[src/rtl/sed_pkg.sv]
`timescale 1ns / 1ps

package sed_pkg;

  // Default sizes of the store and of the read-out preamble.
  localparam int unsigned BlocksDef  = 1024;
  localparam int unsigned ReadPadDef = 4;

  // Fixed widths of the serial protocol.
  localparam int unsigned AddrWLong  = 14;
  localparam int unsigned AddrWShort = 6;
  localparam int unsigned DataW      = 64;
  localparam int unsigned CntW       = 7;

  typedef enum logic [2:0] {
    PH_IDLE,
    PH_KIND,
    PH_ADDR,
    PH_DATA,
    PH_STOP,
    PH_OUT
  } phase_e;

  // Request from the protocol engine to the block store.
  typedef struct packed {
    logic                 wr_en;
    logic                 rd_en;
    logic [AddrWLong-1:0] addr;
    logic [DataW-1:0]     wdata;
  } store_req_t;

endpackage

[src/rtl/sed_ctrl.sv]
`timescale 1ns / 1ps

module sed_ctrl
  import sed_pkg::*;
#(
  parameter int unsigned READ_PAD_BITS = ReadPadDef
) (
  input  logic             clk_i,
  input  logic             rst_ni,
  input  logic             accept_i,
  input  logic             cmd_i,
  input  logic             write_bit_i,
  input  logic             long_address_i,
  input  logic [DataW-1:0] rdata_i,
  output logic             read_bit_o,
  output store_req_t       store_req_o
);

  localparam logic [CntW-1:0] PadLen = CntW'(READ_PAD_BITS);
  localparam logic [CntW-1:0] OutLen = CntW'(READ_PAD_BITS + DataW);
  localparam logic [CntW-1:0] DatLen = CntW'(DataW);

  phase_e               phase_q, phase_d;
  logic [CntW-1:0]      cnt_q, cnt_d, cnt_inc;
  logic                 is_read_q, is_read_d;
  logic [AddrWLong-1:0] addr_q, addr_d;
  logic [DataW-1:0]     data_q, data_d, data_eff;
  logic                 rd_load_q, rd_load_d;
  logic [CntW-1:0]      addr_len;

  // Block data fetched at the stop bit lands in the cycle after it.
  assign data_eff = rd_load_q ? rdata_i : data_q;
  assign cnt_inc  = cnt_q + CntW'(1);
  assign addr_len = long_address_i ? CntW'(AddrWLong) : CntW'(AddrWShort);

  always_comb begin
    phase_d     = phase_q;
    cnt_d       = cnt_q;
    is_read_d   = is_read_q;
    addr_d      = addr_q;
    data_d      = data_eff;
    rd_load_d   = 1'b0;
    read_bit_o  = 1'b0;
    store_req_o = '{wr_en: 1'b0, rd_en: 1'b0, addr: addr_q, wdata: data_eff};

    if (accept_i && cmd_i) begin
      case (phase_q)
        PH_KIND: begin
          is_read_d = write_bit_i;
          addr_d    = '0;
          cnt_d     = '0;
          phase_d   = PH_ADDR;
        end
        PH_ADDR: begin
          addr_d = {addr_q[AddrWLong-2:0], write_bit_i};
          cnt_d  = cnt_inc;
          if (cnt_inc >= addr_len) begin
            cnt_d   = '0;
            phase_d = is_read_q ? PH_STOP : PH_DATA;
          end
        end
        PH_DATA: begin
          data_d = {data_eff[DataW-2:0], write_bit_i};
          cnt_d  = cnt_inc;
          if (cnt_inc >= DatLen) begin
            cnt_d   = '0;
            phase_d = PH_STOP;
          end
        end
        PH_STOP: begin
          cnt_d = '0;
          if (is_read_q) begin
            store_req_o.rd_en = 1'b1;
            rd_load_d         = 1'b1;
            phase_d           = PH_OUT;
          end else begin
            store_req_o.wr_en = 1'b1;
            phase_d           = PH_IDLE;
          end
        end
        default: begin
          // Idle, or a read-out abandoned by a new request.
          cnt_d   = '0;
          phase_d = write_bit_i ? PH_KIND : PH_IDLE;
        end
      endcase
    end else if (accept_i) begin
      if (phase_q != PH_OUT) begin
        read_bit_o = 1'b1;
      end else begin
        if (cnt_q < PadLen) begin
          read_bit_o = 1'b0;
        end else begin
          read_bit_o = data_eff[DataW-1];
          data_d     = {data_eff[DataW-2:0], 1'b0};
        end
        cnt_d = cnt_inc;
        if (cnt_inc >= OutLen) begin
          cnt_d   = '0;
          phase_d = PH_IDLE;
        end
      end
    end
  end

  always_ff @(posedge clk_i or negedge rst_ni) begin
    if (!rst_ni) begin
      phase_q   <= PH_IDLE;
      cnt_q     <= '0;
      is_read_q <= 1'b0;
      addr_q    <= '0;
      data_q    <= '0;
      rd_load_q <= 1'b0;
    end else begin
      phase_q   <= phase_d;
      cnt_q     <= cnt_d;
      is_read_q <= is_read_d;
      addr_q    <= addr_d;
      data_q    <= data_d;
      rd_load_q <= rd_load_d;
    end
  end

endmodule

[config.mk]
export PLATFORM = sky130hd
export DESIGN_NAME = sed_ctrl
export DESIGN_NICKNAME = d
export VERILOG_FILES = /design/src/rtl/sed_pkg.sv /design/src/rtl/sed_ctrl.sv
export SDC_FILE = /design/constraint.sdc
export NUM_CORES = 1
export LEC_CHECK = 0
export ABC_AREA = 1
export BUFFER_PORTS_ARGS = -buffer_cell sky130_fd_sc_hd__buf_2
export CORE_ASPECT_RATIO = 0.5
export CORE_MARGIN = 10
export CORE_UTILIZATION = 40
export CTS_CLUSTER_SIZE = 25
export DETAILED_ROUTE_END_ITERATION = 6
export PLACE_DENSITY_LB_ADDON = 0.15
export SYNTH_ARGS = -nofsm -noshare
export SYNTH_HDL_FRONTEND = slang
export SYNTH_SLANG_ARGS = --single-unit
[constraint.sdc]
create_clock -name clk_i -period 4.76 [get_ports clk_i]
set_input_delay 0.476 -clock clk_i [delete_from_list [all_inputs] [get_ports clk_i]]
set_output_delay 0.476 -clock clk_i [all_outputs]
set_load 0.02 [all_outputs]
# --- Yosys cells after proc, flatten, opt, wreduce, memory -nomap -nowiden ---
# Index checks and enable logic that the tools add are counted.
word_totals:
  word_cells: 62
  ff_bits: 90
  in_bits: 70
classes:
  n_mux: 35
  eq_ne: 8
  n_reduce_logical: 8
  n_addsub: 1
  n_lt_le_gt_ge: 4
op_table:
  columns: ["cell", "n"]
  rows:
  - ["$mux W64", 6]
  - ["$mux W7", 6]
  - ["$pmux W14 S2", 1]
  - ["$mux W3", 8]
  - ["$ge A7 B7 Y1 const B", 2]
  - ["$pmux W7 S2", 1]
  - ["$pmux W3 S4", 1]
  - ["$mux W1", 9]
  - ["$ne A3 B3 Y1 const B", 3]
  - ["$add A7 B1 Y7 const B", 1]
  - ["$ge A7 B4 Y1", 1]
  - ["$lt A7 B3 Y1 const B", 1]
  - ["$eq A3 B2 Y1 const B", 2]
  - ["$reduce_and A2 Y1", 3]
  - ["$reduce_bool A2 Y1", 3]
  - ["$reduce_and A5 Y1", 1]
  - ["$mux W2", 2]
  - ["$mux W4", 1]
  - ["$eq A3 B1 Y1 const B", 1]
  - ["$eq A3 B3 Y1 const B", 1]
  - ["$ne A2 B2 Y1 const B", 1]
  - ["$logic_and A1 B1 Y1", 1]

# --- Logic depth before layout (Yosys ltp) ---
# Gate-level depths: netlist (run 1).
depth:
  depth_word: 6
  mapped_depth: 13
  depth_no_buf: 13

# --- Worst setup path before layout (run 1) ---
# No wires, ideal clock.
synth_path:
  path_kind: "flip-flop to output port"
  startpoint: "reg rd_load_q"
  endpoint: "out read_bit_o"
  path_slack_ps: 2765
  t_arrival_ps: 1519
  t_required_ps: 4284
  path_stages_with_launch: 8
  path_cell_list: "dfrtp_1 buf_2 buf_2 nand2_1 o21ai_0 inv_1 a21oi_1 nor3_1"
synth_lines:
  columns: ["item", "line", "rtl"]
  rows:
  - ["from (decl)", "sed_ctrl.sv:28", "logic rd_load_q, rd_load_d;"]
  - ["from (signal assigned)", "sed_ctrl.sv:120", "rd_load_q <= rd_load_d;"]
  - ["to (decl)", "sed_ctrl.sv:15", "output logic read_bit_o,"]

# --- Worst setup path after layout (run 1) ---
layout_path:
  startpoint: "reg rd_load_q"
  endpoint: "out read_bit_o"
layout_between:
  elab_chain_len: 5
layout_rtl:
  columns: ["item", "line", "rtl"]
  rows:
  - ["$mux W64", "sed_ctrl.sv:32", "assign data_eff = rd_load_q ? rdata_i : data_q;"]
  - ["$mux W1", "sed_ctrl.sv:91", "if (cnt_q < PadLen) begin"]
  - ["$mux W1", "sed_ctrl.sv:88", "if (phase_q != PH_OUT) begin"]
  - ["$mux W1", "sed_ctrl.sv:87", "end else if (accept_i) begin"]
  - ["$mux W1", "sed_ctrl.sv:46", "if (accept_i && cmd_i) begin"]
# No other way between the ends.

==> flow_metrics.tcl, run 1 <==
set metrics [dict create \
    outcome "complete, no violations" \
    port-buffer-count 150 \
    gp_congestion 0.8378 \
    synth_cell_types 29 \
    power_switching_w 0.001385 \
    core.rowCount 28 \
    timing_worst_setup_path_type "register to output pin" \
    cts_setup_buffers 0 \
    p_comb_share_pct 42.4 \
    fin_ws_ns 1.822 \
    critPathLaunchType "register" \
    cts_tree "yes" \
    cts.sinks 90 \
    ant_nets 0 \
    first_pass_iters 4 \
    period_share_pct 61.72 \
    ys_warn_count 0 \
    switching_share_pct 41.10 \
    grt_pass1_vias 4114 \
    setup_viol_count_final 0 \
    syn_inst 657 \
    seqPwrFrac_pct 35.2 \
    drv_slew 0 \
    viasPerCell 4.516 \
    clkTransAtPathRegs_ns 0.06 \
    seq_area_frac_synth_pct 46.67 \
    maxCapViolCount 0 \
    power.internal_w 0.001985 \
    num_io_pins 151 \
    cellLeakagePower_nw 3.389 \
    endpoint_kind "output pin" \
    syn_nets 730 \
    finalCriticalPeriod_ns 2.938 \
    yosysTopAreaCellShare_pct 46.67 \
    route.met3.wl_um 802 \
    cts_hold_buf 0 \
    dr.max_layer_used "met4" \
    grt_pass1_wl_um 20000 \
    hp-class "input port to async pin" \
    wl_per_cell_um 12.75 \
    synth_edf_count 0 \
    synthTopCellsByArea "dfrtp_1 47%, inv_1 12%, nand2_1 12%" \
    root_buffer "clkbuf_16" \
    synth_area_per_cell_um2 7.345 \
    post-route-util_pct 50.20 \
    required_ns 4.28 \
    dieHeight_um 97.67 \
    track_usage_pct 13.93 \
    dieArea_um2 17130 \
    slew_headroom_pct 26.27 \
    overflow 0 \
    core_area_um2 11810 \
    setup_tns_ns 0 \
    synth-seq-cells 90 \
    grt_setup_unrepaired "false" \
    synthToLayoutAreaGrowth_pct 22.82 \
    dr_wl_met2_um 5962 \
    max_freq_ghz 0.3404 \
    p_clk_share_pct 22.4 \
    wirelength_um 12220 \
    worstPathMaxFanout 127 \
    numCtsBuffers 9 \
    antenna_cells 0 \
    syn_area_um2 4826 \
    final-hold-violation-count 0 \
    grt_start_max_net_pins 128 \
    m1WireLength_um 5341 \
    drive_above_1_share_pct 23.96 \
    initial_core_util_pct 40.88 \
    clockBufferDepth 2 \
    ys_async_sr_fraction_pct 100.0 \
    tightestPinTransition_ns 1.106 \
    h-tree-depth 3 \
    irDropWorstVdd_mv 0.2536 \
    pre_cts_ws_ns 2.194 \
    final_nets 861 \
    dp.final_hpwl_um 8859 \
    antenna_found_initial 0 \
    fillCellCount 1262 \
    worstPathArrival_ns 2.46 \
    vias 4326 \
    remaining_drc_errors 0 \
    finClkSkew_ns 0.007592 \
    synth_flop_cell "dfrtp_1" \
    cts-resized-gates 0 \
    chipWidth_um 175.3 \
    synth_area_leader_cell "dfrtp_1" \
    power_density_nw_per_um2 568.7 \
    clkLatencyLatePin_ns 0.34 \
    drt_iter0_markers 287 \
]
==> final cells by class <==
type                            count  area, µm²  share of cell area (%)
Clock buffer                       11      232.7                   3.927
Clock inverter                      5      78.83                   1.330
Inverter                          163      611.8                   10.32
Multi-Input combinational cell    372       1773                   29.91
Sequential cell                    90       2256                   38.06
Tap cell                          165      206.4                   3.483
Timing Repair Buffer              152      768.2                   12.96
==> stage by stage <==
stage	hold slack (ns)	area (µm²)	std cells	total power, W
floorplan	0.1804	4826	657	0.002128
global placement	0.5096	5615	942	0.002637
detailed placement	0.5203	5615	942	0.002656
CTS	0.2528	5927	958	0.003433
global route	0.2495	5927	958	0.003637
finish	0.1998	5927	958	0.003371
==> cell usage after synthesis, types with 2 or more instances <==
cell,count
o21ai_0,102
inv_1,159
o22ai_1,15
buf_4,2
buf_2,13
ha_1,3
clkbuf_1,11
a21oi_1,3
inv_2,3
nand2_1,158
o21ai_2,7
nor3_1,2
nand3_1,18
nor2_2,2
nand2_2,9
dfrtp_1,90
buf_6,6
o21ai_1,26
nor2_1,12
nand4_1,7
==> cells by family (layout without fill, tap and decap cells) <==
family | count (synthesis) | in the layout | synth area share [%]
compound gates | 157 | 157 | 17.60
fa+ha+maj | 3 | 3 | 0.7779
buf+inv | 195 | 331 | 16.59
simple gates | 210 | 210 | 17.97
flops | 90 | 90 | 46.67
mux | 1 | 1 | 0.2074
xor+xnor | 1 | 1 | 0.1815
==> sequential cells by signal (all words and copies together), names as in the netlist <==
register	flops
data_q	64
addr_q	14
cnt_q	7
is_read_q	1
rd_load_q	1
phase_q	3
==> layer usage <==
| layer | GRT usage [%] | vias to the layer above |
|---|---|---|
| met5 | 0 | - |
| met1 | 16.55 | 1956 |
| li1 | - | 2277 |
| met3 | 4.810 | 11 |
| met2 | 23.74 | 82 |
| met4 | 3.174 | 0 |
==> path summary, 6_finish.rpt <==
path / from / end / depth (start not counted) / slack, ns
max: rd_load_q / read_bit_o / 5 / 1.82
min: rst_ni / cnt_q[0] / 1 / 0.20
max reg2reg: phase_q[0] / data_q[8] / 6 / 2.22
min reg2reg: addr_q[13] / addr_q[13] / 2 / 0.53
max in group asynchronous: rst_ni / data_q[10] / 2 / 3.61
min in group clk_i: write_bit_i / is_read_q / 3 / 0.48
==> layout by cell type (no fill, tap or decap), drive strengths merged, types with 2 or more instances in the layout <==
cell type and instances:
clkbuf 11, nor3 2, nor2 14, clkinv 4
dfrtp 90, inv 162, nand4 7, bufinv 2
o21ai 136, o22ai 15, ha 3, nand3 19
a21oi 3, nand2 167, buf 152
==> power by group through the flow <==
stage	registers [W]	clock network (W)	logic [W]
2_1_floorplan	0.00124	0	0.000892
3_3_place_gp	0.00119	0	0.00145
3_5_place_dp	0.00120	0	0.00146
4_1_cts	0.00119	0.000781	0.00146
5_1_grt	0.00123	0.000817	0.00159
6_report	0.00119	0.000756	0.00143
==> critical path, cell delays in order, from the launching register on <==
cell,delay (ns)
dfrtp_4,1.11
o21ai_0,0.29
inv_1,0.17
a21oi_1,0.08
nor3_1,0.17
buf_2,0.21
(Power assumes the default switching activity.)
==> run 2, diff against run 1 <==
==> constraint.sdc (replaced) <==
create_clock -name clk_i -period 3 [get_ports clk_i]
set_input_delay 0.3 -clock clk_i [delete_from_list [all_inputs] [get_ports clk_i]]
set_output_delay 0.3 -clock clk_i [all_outputs]
set_load 0.02 [all_outputs]
==> run 2 against run 1 <==
Effect of this change:
- the flow now finishes with violations (hold timing)
- worst hold slack got worse by 0.22 ns
- core utilization rose by 0.50 points
- via count fell by 0.14%
==> flow_metrics.tcl, run 2 (synthesized netlist as in run 1, its figures left out) <==
set metrics [dict create \
    core.rowCount 28 \
    track_usage_pct 14.43 \
    overflow 0 \
    chipWidth_um 175.3 \
    cts_tree "yes" \
    cellLeakagePower_nw 3.412 \
    timing_worst_setup_path_type "register to output pin" \
    power_density_nw_per_um2 898.8 \
    drv_slew 0 \
    endpoint_kind "output pin" \
    gp_congestion 0.8448 \
    antenna_found_initial 0 \
    period_share_pct 75.49 \
    remaining_drc_errors 0 \
    clkLatencyLatePin_ns 0.34 \
    hp-class "input port to async pin" \
    num_io_pins 151 \
    max_freq_ghz 0.4416 \
    wl_per_cell_um 12.97 \
    drt_iter0_markers 269 \
    grt_start_max_net_pins 126 \
    tightestPinTransition_ns 0.6449 \
    grt_setup_unrepaired "false" \
    seqCellArea_um2 2256 \
    rr_worst_depth 13 \
    slowest_delay_ns 0.84 \
    dieHeight_um 97.67 \
    cp_cell_sequence "buf_12 -> nand2_1 -> o21ai_0 -> inv_1 -> buf_2" \
    grt_pass1_wl_um 20770 \
    cts-resized-gates 0 \
    maxCapViolCount 0 \
    outcome "complete, but fails checks" \
    cts_setup_buffers 0 \
    final_common_cell "inv_1" \
    worstPathArrival_ns 1.96 \
    clockBufferDepth 2 \
    post-route-util_pct 50.70 \
    root_buffer "clkbuf_16" \
    reg_top3 "data_q (64), addr_q (14), cnt_q (7)" \
    grt_pass1_vias 4220 \
    numCtsBuffers 9 \
    dpl.cell_count 943 \
    port-buffer-count 150 \
    worstPathMaxFanout 72 \
    finalCriticalPeriod_ns 2.265 \
    dp.final_hpwl_um 9147 \
    irDropWorstVdd_mv 0.4396 \
    fillCellCount 1229 \
    h-tree-depth 3 \
    multi_input_area_um2 1773 \
    cp_top_family "flip-flops" \
    viasPerCell 4.505 \
    critPathLaunchType "register" \
    ant_nets 0 \
    initial_core_util_pct 40.88 \
    clkTransAtPathRegs_ns 0.07 \
    vias 4320 \
    cp.depth 5 \
    slew_headroom_pct 57.01 \
    cts_hold_buf 0 \
    wirelength_um 12440 \
    dieArea_um2 17130 \
    final-hold-violation-count 18 \
    setup_viol_count_final 0 \
    largest_register "data_q" \
    cts.sinks 90 \
    finClkSkew_ns 0.009369 \
    layout_common_cells "159 x inv_1, 158 x nand2_1, 149 x buf_2" \
    holdWs_ns -0.01910 \
    first_pass_iters 5 \
    finalPower_w 0.005380 \
    cp_slowest_cell "dfrtp_4" \
    synthToLayoutAreaGrowth_pct 24.03 \
    violations "hold timing" \
    required_ns 2.70 \
    core_area_um2 11810 \
    final-instance-count-excl-fill 959 \
    drive_above_1_share_pct 24.31 \
    antenna_cells 0 \
    cp_num_buf_inv 3 \
    setup_tns_ns 0 \
    final_nets 862 \
    largest_register_ffs 64 \
]
[run 2: final cells by class]
| class | instances | area share (%) |
|---|---|---|
| inverter | 163 | 10.22 |
| clock inverter | 7 | 1.672 |
| multi-input combinational | 372 | 29.62 |
| clock buffer | 9 | 3.763 |
| timing repair buffer | 153 | 13.59 |
| sequential | 90 | 37.69 |
| tap | 165 | 3.449 |
[run 2: final timing paths]
| kind | start | to | slack (ns) |
|---|---|---|---|
| min in group clk_i | write_bit_i | addr_q[0] | 0.32 |
| max reg2reg | cnt_q[2] | phase_q[0] | 1.02 |
| min | rst_ni | addr_q[12] | -0.02 |
| max in group asynchronous | rst_ni | data_q[35] | 2.34 |
| min reg2reg | addr_q[13] | addr_q[13] | 0.53 |
| max | rd_load_q | store_req_o[23] | 0.74 |
[run 2: report_power, final]
part | total [W] | switching, W | internal [W]
Sequential | 0.00188 | 0.000172 | 0.00170
Clock | 0.00123 | 0.000486 | 0.000739
Combinational | 0.00228 | 0.00156 | 0.000719
[run 2: through the flow]
| step | setup WS [ns] | instance area (µm²) |
|---|---|---|
| 2_1_floorplan | 1.181 | 4826 |
| 3_3_place_gp | 1.086 | 5660 |
| 3_5_place_dp | 1.047 | 5660 |
| 4_1_cts | 0.6993 | 5986 |
| 5_1_grt | 0.4844 | 5986 |
| 6_report | 0.7353 | 5986 |
[run 2: routing by layer]
| layer | up-vias | global-route usage, % | part of all wire (%) |
|---|---|---|---|
| li1 | 2279 | - | - |
| met1 | 1951 | 18.06 | 45 |
| met2 | 83 | 24.27 | 49 |
| met3 | 7 | 3.685 | 5.4 |
| met4 | 0 | 3.627 | 0.64 |
| met5 | - | 0 | 0 |
